<file path="src/rtl/core/hslc_pkg.sv">
// ----------------------------------------------------------------------------
// hslc_pkg
// Shared constants and stage payload types for the HSL/RGB converter.
// ----------------------------------------------------------------------------
package hslc_pkg;

  localparam int unsigned HueSector = 3840;
  localparam int unsigned HueFull   = 23040;
  localparam int unsigned CompMax   = 255;

  // Pipeline depth of the divider (one quotient bit per stage).
  localparam int unsigned DivBits   = 15;

  // Setup stage, divider stages, final stage.
  localparam int unsigned PipeDepth = DivBits + 2;

  typedef enum logic {
    OP_HSL2RGB = 1'b0,
    OP_RGB2HSL = 1'b1
  } op_t;

  typedef struct packed {
    logic [14:0] hue;
    logic [7:0]  sat;
    logic [7:0]  light;
  } hsl_t;

  typedef struct packed {
    logic [7:0] red;
    logic [7:0] green;
    logic [7:0] blue;
  } rgb_t;

endpackage

</file>
<file path="src/rtl/core/hslc_pipe_ctl.sv">
// ----------------------------------------------------------------------------
// hslc_pipe_ctl
// Valid chain and stall control for an N-stage elastic pipeline.
// ----------------------------------------------------------------------------
module hslc_pipe_ctl #(
  parameter int unsigned Depth = 4
) (
  input  logic             clk,
  input  logic             rst,
  input  logic             in_valid,
  output logic             in_ready,
  output logic             out_valid,
  input  logic             out_ready,
  output logic [Depth-1:0] stage_en,
  output logic [Depth-1:0] stage_valid
);

  logic [Depth-1:0] vld;
  logic [Depth:0]   adv;

  // A stage may load when its slot frees up downstream.
  always_comb begin
    adv[Depth] = out_ready || !vld[Depth-1];
    for (int i = Depth - 1; i >= 1; i--) begin
      adv[i] = adv[i+1] || !vld[i-1];
    end
    adv[0] = adv[1];
  end

  always_ff @(posedge clk) begin
    if (rst) begin
      vld <= '0;
    end else begin
      if (adv[1]) begin
        vld[0] <= in_valid;
      end
      for (int i = 1; i < Depth; i++) begin
        if (adv[i+1]) begin
          vld[i] <= vld[i-1];
        end
      end
    end
  end

  always_comb begin
    for (int i = 0; i < Depth; i++) begin
      stage_en[i] = adv[i+1];
    end
  end

  assign in_ready    = adv[1];
  assign out_valid   = vld[Depth-1];
  assign stage_valid = vld;

endmodule

</file>
<file path="src/rtl/core/hslc_h2r.sv">
// ----------------------------------------------------------------------------
// hslc_h2r
// HSL to RGB datapath: chroma, sector pick, offset, truncate and clamp.
// Four stages, advanced by en[3:0].
// ----------------------------------------------------------------------------
module hslc_h2r
  import hslc_pkg::*;
(
  input  logic       clk,
  input  logic [3:0] en,
  input  hsl_t       hsl,
  output rgb_t       rgb
);

  // 255*7680 = 512*3825: shift out 512, then multiply by ceil(2^32/3825).
  localparam int unsigned        RecipK     = 1122868;
  localparam logic signed [31:0] ClampLimit = 32'sd501350400;

  // Stage 1: chroma numerator, hue sector and triangle weight.
  logic [15:0] cn1;
  logic [2:0]  sec1;
  logic [12:0] w1;
  logic [7:0]  l1;
  logic [8:0]  d_abs;
  logic [12:0] t_mod;
  logic [12:0] t_abs;
  logic [2:0]  sec_raw;

  always_comb begin
    d_abs = ({1'b0, hsl.light} << 1) >= 9'(CompMax) ?
            ({1'b0, hsl.light} << 1) - 9'(CompMax) :
            9'(CompMax) - ({1'b0, hsl.light} << 1);
    // hue mod 7680 by compare and subtract
    if (hsl.hue >= 15'(8 * HueSector))      t_mod = 13'(hsl.hue - 15'(8 * HueSector));
    else if (hsl.hue >= 15'(6 * HueSector)) t_mod = 13'(hsl.hue - 15'(6 * HueSector));
    else if (hsl.hue >= 15'(4 * HueSector)) t_mod = 13'(hsl.hue - 15'(4 * HueSector));
    else if (hsl.hue >= 15'(2 * HueSector)) t_mod = 13'(hsl.hue - 15'(2 * HueSector));
    else                                    t_mod = 13'(hsl.hue);
    t_abs = t_mod >= 13'(HueSector) ? t_mod - 13'(HueSector) : 13'(HueSector) - t_mod;
    if (hsl.hue >= 15'(5 * HueSector))      sec_raw = 3'd5;
    else if (hsl.hue >= 15'(4 * HueSector)) sec_raw = 3'd4;
    else if (hsl.hue >= 15'(3 * HueSector)) sec_raw = 3'd3;
    else if (hsl.hue >= 15'(2 * HueSector)) sec_raw = 3'd2;
    else if (hsl.hue >= 15'(HueSector))     sec_raw = 3'd1;
    else                                    sec_raw = 3'd0;
  end

  always_ff @(posedge clk) begin
    if (en[0]) begin
      cn1  <= 16'(16'(9'(CompMax) - d_abs) * 16'(hsl.sat));
      sec1 <= sec_raw;
      w1   <= 13'(HueSector) - t_abs;
      l1   <= hsl.light;
    end
  end

  // Stage 2: scaled C, X and offset m (units 1/(255*255*7680)).
  logic [29:0] cv2;
  logic [29:0] xv2;
  logic [30:0] mv2;
  logic [2:0]  sec2;

  always_ff @(posedge clk) begin
    if (en[1]) begin
      cv2  <= 30'(30'(cn1) * 30'(2 * HueSector));
      xv2  <= 30'(30'(cn1) * 30'(w1)) << 1;
      mv2  <= 31'($signed(31'(31'(l1) * 31'(CompMax * 2 * HueSector)))
                 - $signed(31'(31'(cn1) * 31'(HueSector))));
      sec2 <= sec1;
    end
  end

  // Stage 3: sector permutation plus offset.
  logic signed [31:0] r3, g3, b3;
  logic signed [31:0] cs, xs, ms;

  always_comb begin
    cs = $signed({2'b0, cv2});
    xs = $signed({2'b0, xv2});
    ms = $signed({mv2[30], mv2});
  end

  always_ff @(posedge clk) begin
    if (en[2]) begin
      case (sec2)
        3'd0:    begin r3 <= cs + ms; g3 <= xs + ms; b3 <= ms;      end
        3'd1:    begin r3 <= xs + ms; g3 <= cs + ms; b3 <= ms;      end
        3'd2:    begin r3 <= ms;      g3 <= cs + ms; b3 <= xs + ms; end
        3'd3:    begin r3 <= ms;      g3 <= xs + ms; b3 <= cs + ms; end
        3'd4:    begin r3 <= xs + ms; g3 <= ms;      b3 <= cs + ms; end
        default: begin r3 <= cs + ms; g3 <= ms;      b3 <= xs + ms; end
      endcase
    end
  end

  // Stage 4: divide by 255*7680 and clamp.
  function automatic logic [7:0] clamp_div(input logic signed [31:0] v);
    logic [19:0] u;
    logic [40:0] p;
    begin
      u = v[28:9];
      p = 41'(u) * 41'(RecipK);
      if (v < 0) clamp_div = 8'd0;
      else if (v >= ClampLimit) clamp_div = 8'(CompMax);
      else clamp_div = p[39:32];
    end
  endfunction

  always_ff @(posedge clk) begin
    if (en[3]) begin
      rgb.red   <= clamp_div(r3);
      rgb.green <= clamp_div(g3);
      rgb.blue  <= clamp_div(b3);
    end
  end

endmodule

</file>
<file path="src/rtl/core/hslc_r2h.sv">
// ----------------------------------------------------------------------------
// hslc_r2h
// RGB to HSL datapath: max/min, then a pipelined restoring divider for hue
// and saturation, one quotient bit per stage.
// ----------------------------------------------------------------------------
module hslc_r2h
  import hslc_pkg::*;
(
  input  logic                 clk,
  input  logic [PipeDepth-1:0] en,
  input  rgb_t                 rgb,
  output hsl_t                 hsl
);

  localparam int unsigned NumW = 2 * DivBits + 1;

  // Stage 0: max, min, and the hue and saturation fractions.
  logic [7:0]  mx, mn, c;
  logic [8:0]  den_abs, sden;
  logic [NumW-1:0] hnum, snum;
  logic        c_zero;

  always_comb begin
    mx = rgb.red;
    if (rgb.green > mx) mx = rgb.green;
    if (rgb.blue > mx)  mx = rgb.blue;
    mn = rgb.red;
    if (rgb.green < mn) mn = rgb.green;
    if (rgb.blue < mn)  mn = rgb.blue;
    c = mx - mn;
    c_zero = (c == 8'd0);
    if (rgb.red >= rgb.green && rgb.red >= rgb.blue) begin
      if (rgb.green >= rgb.blue)
        hnum = NumW'((rgb.green - rgb.blue) * 32'(HueSector));
      else
        hnum = NumW'(32'(HueFull) * c - 32'(rgb.blue - rgb.green) * 32'(HueSector));
    end else if (rgb.green >= rgb.blue) begin
      hnum = NumW'(32'(rgb.blue) * 32'(HueSector) + 32'(2 * HueSector) * c
                   - 32'(rgb.red) * 32'(HueSector));
    end else begin
      hnum = NumW'(32'(rgb.red) * 32'(HueSector) + 32'(4 * HueSector) * c
                   - 32'(rgb.green) * 32'(HueSector));
    end
    den_abs = ({1'b0, mx} + {1'b0, mn}) >= 9'(CompMax) ?
              {1'b0, mx} + {1'b0, mn} - 9'(CompMax) :
              9'(CompMax) - {1'b0, mx} - {1'b0, mn};
    sden = 9'(CompMax) - den_abs;
    snum = NumW'(32'(CompMax) * c);
  end

  // Divider pipeline: stage i settles quotient bit DivBits-1-i.
  logic [NumW-1:0] hrem [DivBits+1];
  logic [NumW-1:0] srem [DivBits+1];
  logic [7:0]      hden [DivBits+1];
  logic [8:0]      sd   [DivBits+1];
  logic [DivBits-1:0] hq [DivBits+1];
  logic [DivBits-1:0] sq [DivBits+1];
  logic            cz   [DivBits+1];
  logic [7:0]      lt   [DivBits+1];

  always_ff @(posedge clk) begin
    if (en[0]) begin
      hrem[0] <= hnum;
      srem[0] <= snum;
      hden[0] <= c;
      sd[0]   <= sden;
      hq[0]   <= '0;
      sq[0]   <= '0;
      cz[0]   <= c_zero;
      lt[0]   <= 8'((9'(mx) + 9'(mn)) >> 1);
    end
  end

  for (genvar i = 0; i < DivBits; i++) begin : g_div
    localparam int unsigned B = DivBits - 1 - i;
    logic [NumW-1:0] hsh, ssh;
    always_comb begin
      hsh = NumW'(hden[i]) << B;
      ssh = NumW'(sd[i]) << B;
    end
    always_ff @(posedge clk) begin
      if (en[i+1]) begin
        if (hrem[i] >= hsh) begin
          hrem[i+1] <= hrem[i] - hsh;
          hq[i+1]   <= hq[i] | (DivBits'(1) << B);
        end else begin
          hrem[i+1] <= hrem[i];
          hq[i+1]   <= hq[i];
        end
        if (srem[i] >= ssh) begin
          srem[i+1] <= srem[i] - ssh;
          sq[i+1]   <= sq[i] | (DivBits'(1) << B);
        end else begin
          srem[i+1] <= srem[i];
          sq[i+1]   <= sq[i];
        end
        hden[i+1] <= hden[i];
        sd[i+1]   <= sd[i];
        cz[i+1]   <= cz[i];
        lt[i+1]   <= lt[i];
      end
    end
  end

  // Final stage: zero-chroma override, hue clip and saturation clip.
  always_ff @(posedge clk) begin
    if (en[PipeDepth-1]) begin
      hsl.light <= lt[DivBits];
      if (cz[DivBits]) begin
        hsl.hue <= '0;
        hsl.sat <= '0;
      end else begin
        hsl.hue <= (hq[DivBits] >= 15'(HueFull)) ? 15'(HueFull - 1) : hq[DivBits];
        hsl.sat <= (sd[DivBits] == 9'd0 || sq[DivBits] > 15'(CompMax)) ?
                   8'(CompMax) : sq[DivBits][7:0];
      end
    end
  end

endmodule

</file>
<file path="src/rtl/core/hsl_rgb_converter_unit.sv">
// ----------------------------------------------------------------------------
// hsl_rgb_converter_unit
// Per-pixel converter between 8-bit RGB and HSL, selected by operation.
// ----------------------------------------------------------------------------
//  channel  handshake          payload
//  input    valid / ready      operation, red_in..blue_in, hue_in, saturation_in,
//                              lightness_in
//  output   out_valid / out_ready  red_out..blue_out, hue_out, saturation_out,
//                              lightness_out
//
// One pixel per clock unless out_ready stalls. Stages: one setup stage,
// the 15-stage hue and saturation divider and one final stage. The HSL
// to RGB path is shorter and is delay matched. Reset clears only the valid
// chain. A stall holds valid stages with no bubble ahead; bubbles collapse.
// ----------------------------------------------------------------------------
module hsl_rgb_converter_unit
  import hslc_pkg::*;
(
  input  logic        clk,
  input  logic        rst,
  input  logic        valid,
  output logic        ready,
  input  logic        operation,
  input  logic [7:0]  red_in,
  input  logic [7:0]  green_in,
  input  logic [7:0]  blue_in,
  input  logic [14:0] hue_in,
  input  logic [7:0]  saturation_in,
  input  logic [7:0]  lightness_in,
  output logic        out_valid,
  input  logic        out_ready,
  output logic [7:0]  red_out,
  output logic [7:0]  green_out,
  output logic [7:0]  blue_out,
  output logic [14:0] hue_out,
  output logic [7:0]  saturation_out,
  output logic [7:0]  lightness_out
);

  localparam int unsigned Depth = PipeDepth;

  logic [Depth-1:0] en;
  logic [Depth-1:0] svld;
  rgb_t             rgb_res, rgb_d;
  hsl_t             hsl_res;
  hsl_t             hsl_src;
  rgb_t             rgb_src;
  op_t              op_q [Depth];
  rgb_t             rgb_q [Depth-4];

  hslc_pipe_ctl #(.Depth(Depth)) u_ctl (
    .clk, .rst, .in_valid(valid), .in_ready(ready),
    .out_valid, .out_ready, .stage_en(en), .stage_valid(svld)
  );

  assign hsl_src = '{hue: hue_in, sat: saturation_in, light: lightness_in};
  assign rgb_src = '{red: red_in, green: green_in, blue: blue_in};

  hslc_h2r u_h2r (.clk, .en(en[3:0]), .hsl(hsl_src), .rgb(rgb_res));
  hslc_r2h u_r2h (.clk, .en, .rgb(rgb_src), .hsl(hsl_res));

  // Carry the operation along, and delay-match the RGB result.
  always_ff @(posedge clk) begin
    if (en[0]) op_q[0] <= op_t'(operation);
    for (int i = 1; i < Depth; i++) begin
      if (en[i]) op_q[i] <= op_q[i-1];
    end
    if (en[4]) rgb_q[0] <= rgb_res;
    for (int i = 1; i < Depth - 4; i++) begin
      if (en[i+4]) rgb_q[i] <= rgb_q[i-1];
    end
  end

  assign rgb_d = rgb_q[Depth-5];

  always_comb begin
    if (op_q[Depth-1] == OP_RGB2HSL) begin
      red_out = '0; green_out = '0; blue_out = '0;
      hue_out = hsl_res.hue; saturation_out = hsl_res.sat;
      lightness_out = hsl_res.light;
    end else begin
      red_out = rgb_d.red; green_out = rgb_d.green; blue_out = rgb_d.blue;
      hue_out = '0; saturation_out = '0; lightness_out = '0;
    end
  end

  a_hue_range: assert property (@(posedge clk) disable iff (rst)
    out_valid |-> hue_out < 15'(HueFull)) else $error("hue out of range");
  a_out_is_last: assert property (@(posedge clk) disable iff (rst)
    out_valid == svld[Depth-1]) else $error("valid chain mismatch");
  a_hold: assert property (@(posedge clk) disable iff (rst)
    out_valid && !out_ready |=> out_valid) else $error("result dropped");

endmodule

</file>
<file path="config.mk">
export PLATFORM = sky130hd
export DESIGN_NAME = hsl_rgb_converter_unit
export DESIGN_NICKNAME = d
export VERILOG_FILES = /design/src/rtl/core/hslc_pkg.sv /design/src/rtl/core/hslc_pipe_ctl.sv /design/src/rtl/core/hslc_h2r.sv /design/src/rtl/core/hslc_r2h.sv /design/src/rtl/core/hsl_rgb_converter_unit.sv
export SDC_FILE = /design/constraint.sdc
export NUM_CORES = 2
export LEC_CHECK = 0
export BUFFER_PORTS_ARGS = -buffer_cell sky130_fd_sc_hd__buf_2
export CAP_MARGIN = 10
export CORE_MARGIN = 3
export CORE_UTILIZATION = 29
export DETAILED_ROUTE_END_ITERATION = 6
export GPL_ROUTABILITY_DRIVEN = 0
export PLACE_DENSITY_LB_ADDON = 0.12
export SETUP_SLACK_MARGIN = 0.4
export SLEW_MARGIN = 30
export SYNTH_ARGS = -nofsm -noshare
export SYNTH_HDL_FRONTEND = slang
export SYNTH_SLANG_ARGS = --single-unit
</file>
<file path="constraint.sdc">
create_clock -name clk -period 11.6 [get_ports clk]
set_input_delay 1.16 -clock clk [delete_from_list [all_inputs] [get_ports clk]]
set_output_delay 1.16 -clock clk [all_outputs]
set_load 0.005 [all_outputs]
</file>
==> impl_metrics.toml <==
[critical_path]
worstPathArrival_ns = 11.34
critical_path_required_ns = 12.34
cp_max_fo = 10
critPathLaunchType = "input port"
r2r_setup_slack_ns = 4.58
path_class = "in2reg"
end_kind = "flop"
cpMaxStageDelayCell = "fa_1"
slowest_delay_ns = 0.59

[sta]
hold_viol = 0
worst_pin_slew_ns = 0.912
min_period_ns = 10.61
rsz0062_at_grt = "no"
final_max_slew_viol_count = 0
setup_violations = 0
finClkSkew_ns = 0.101
relSlewSlack_pct = 37.6
finalCritPeriodShare_pct = 91.4
fmax_ghz = 0.0943
totalNegativeSetupSlack_ns = 0

[placement]
hpwl_mm = 241
port_buffers = 116

[synth]
avgSynthCellArea_sq_um = 11.7
synthAdderAreaFrac_pct = 22.0
netlist_instances = 10730
synth_compound_gate_area_share_pct = 7.94
synth_edf_count = 2025
synth_ff_type = "edfxtp_1"
synth_largest_area_cell = "edfxtp_1"
ys_ff_latch = 2042
ys_warn_count = 0
syn-cell-area_sq_mm = 0.126
async_flop_share_pct = 0
synth-simple-area-share_pct = 10.3
muxShareOfSynthArea_pct = 0.348
synth_area_leaders = "edfxtp_1, ha_1, fa_1"
yosysTopAreaCellShare_pct = 48.3
synth_cell_types = 96
synth_top_family_by_area = "adder cells"
synthXorXnorAreaFrac_pct = 5.64
ys_seq_area_share_pct = 48.5
synthesis.nets = 12660

[detailed_routing]
vias_per_cell = 4.54
antenna_left = 0
wl_per_cell_um = 17.8
drc = 0
dr_wl_met2_mm = 142
wirelength_mm = 302
routed.top_layer = "met5"
route.vias.total = 76824
wl_met1_mm = 142
first_iter_violations = 3867
wl_met3_mm = 9.22
drt_pass1_iterations = 5

[grt]
grt_pass1_wl_mm = 473
grtUsageTotal_pct = 13.6
grt_max_degree = 88
first_global_vias = 80199
grt_overflow = 0
antenna_found_initial = 12

[die]
start_util_pct = 29.2
core_area_sq_mm = 0.432
dieHeight_um = 665
die_x_um = 665
row_count = 241
dieArea_sq_mm = 0.442
num_io_pins = 117

[layout]
nets = 12951
fill_cells = 42813
drive_gt1_share_pct = 6.02
final_util_pct = 32.9
areaGrowthSynthToFinish_pct = 12.7

[status]
status = "finished clean"

[clocking]
clock_sinks = 2042
clk_pin_slew_ns = 0.06
cts_buffer_depth = 4
htree_levels = 4
insertion_delay_ns = 0.93
cts_hold_buffers = 0
cts_buffers = 240
cts_tree = "yes"
clockRootBuffer = "clkbuf_16"

[hold_path]
min_path_type = "reg2reg"

[run]
maxCapViolations = 0
## repair_timing
item	in CTS	in global routing
resized for setup	0	16
endpoints found under the setup margin	0	15
setup buffers	0	0
## path summary, 6_finish.rpt
| check | start | to | cells past startpoint |
|---|---|---|---|
| setup / recovery | red_in[1] | u_r2h.hrem[0][23] | 42 |
| hold / removal | u_r2h.hq[0][58] | u_r2h.hq[0][73] | 0 |
| setup reg to reg | u_h2r.w1[1] | u_h2r.xv2[29] | 22 |
| hold reg to reg | u_r2h.hq[0][58] | u_r2h.hq[0][73] | 0 |
## per-stage QoR
stage               hold WS [ns]  cell area, sq um  instances  worst slack, ns
global route               0.347            142000      16934            0.408
finish                     0.351            142000      16935            0.994
CTS                        0.338            142000      16926             1.05
detailed placement         0.405            134000      16484           0.0932
floorplan                  0.400            126000      10730            0.433
global placement           0.402            134000      16484            0.273
## cell usage in the layout, fill, tap and decap left out, drive strengths merged, types with 19 or more instances in the layout
| master | count |
|---|---|
| bufinv | 28 |
| nand3b | 25 |
| a211oi | 31 |
| and2 | 186 |
| buf | 220 |
| a21o | 182 |
| edfxtp | 2025 |
| a31oi | 32 |
| xor2 | 343 |
| or2 | 29 |
| ha | 1290 |
| and3 | 37 |
| o22ai | 23 |
| o31ai | 58 |
| nor4b | 23 |
| nor2 | 668 |
| xnor2 | 468 |
| nand2b | 134 |
| nor3 | 233 |
| a21oi | 516 |
| nor4 | 102 |
| nand3 | 111 |
| a22oi | 19 |
| or3 | 89 |
| or4 | 48 |
| a21boi | 95 |
| nand4 | 79 |
| o21bai | 55 |
| o211ai | 20 |
| clkinv | 108 |
| inv | 1566 |
| nor2b | 148 |
| o21ai | 386 |
| mux2i | 28 |
| o21a | 42 |
| clkbuf | 291 |
| fa | 580 |
| nand2 | 652 |
## sequential cells by signal (all words and copies together) (netlist names), 15 cells and up
| signal | count |
|---|---|
| u_h2r.r3 | 30 |
| u_h2r.cn1 | 15 |
| u_h2r.b3 | 30 |
| u_r2h.lt | 128 |
| u_h2r.g3 | 30 |
| u_r2h.hsl | 31 |
| u_r2h.hq | 120 |
| u_r2h.hrem | 373 |
| u_r2h.cz | 16 |
| op_q | 17 |
| u_r2h.hden | 111 |
| u_h2r.mv2 | 21 |
| u_r2h.sq | 120 |
| u_r2h.srem | 441 |
| u_h2r.xv2 | 28 |
| rgb_q | 312 |
| u_h2r.rgb | 24 |
| u_ctl.stage_valid | 17 |
| u_h2r.cv2 | 19 |
| u_r2h.sd | 132 |
## synthesized netlist by cell type, drive strengths merged (13+ instances only)
master,n
nand2b,134
o31ai,58
o22ai,23
a2111oi,17
nor3b,14
or4,48
and3,37
a31oi,32
nand2,652
edfxtp,2025
or3,89
mux2i,28
nand3b,25
nor4,102
clkbuf,149
nand4,79
o21a,42
a21o,182
xnor2,468
ha,1290
nor4b,23
buf,23
or2,29
and2,186
o21bai,55
a211o,13
a22oi,19
nor3,233
nand4b,15
a211oi,31
a21boi,95
fa,580
nor2b,148
nor2,668
o211ai,20
nand3,111
dfxtp,17
xor2,343
o21ai,386
and4,13
a21oi,516
inv,1561
## per-layer routing
metal,vias up,global-route usage [%]
li1,37947,-
met1,37311,18.4
met2,1142,22.8
met3,422,1.58
met4,2,3.83
met5,-,0
## layout make-up
cell class | instances | area [sq um] | share of cell area (%)
antenna | 4 | 10.0 | 0.00705
clock buffer | 290 | 6220 | 4.38
clock inverter | 152 | 1670 | 1.18
inverter | 1562 | 5900 | 4.16
multi-input combinational | 6954 | 58500 | 41.2
sequential | 2042 | 61100 | 43.1
tap | 5710 | 7140 | 5.03
timing repair buffer | 221 | 1410 | 0.993
## cells by family after synthesis
family,Yosys count
adder cells (fa/ha/maj),1871
multiplexers,41
AND/OR/NAND/NOR,2625
XOR/XNOR,811
flip-flops,2042
buffers and inverters,1734
AO/OA/AOI/OAI,1606
## worst max-delay path: cells and delay by family
family	cells	cell delay, ns
xor+xnor	1	0.27
compound gates	15	3.01
fa+ha+maj	8	3.07
buf+inv	8	1.11
simple gates	10	2.68
Power is left out: the tool's default activity adds up to more than one toggle a clock period on the data nets, which glitch-free logic cannot reach.
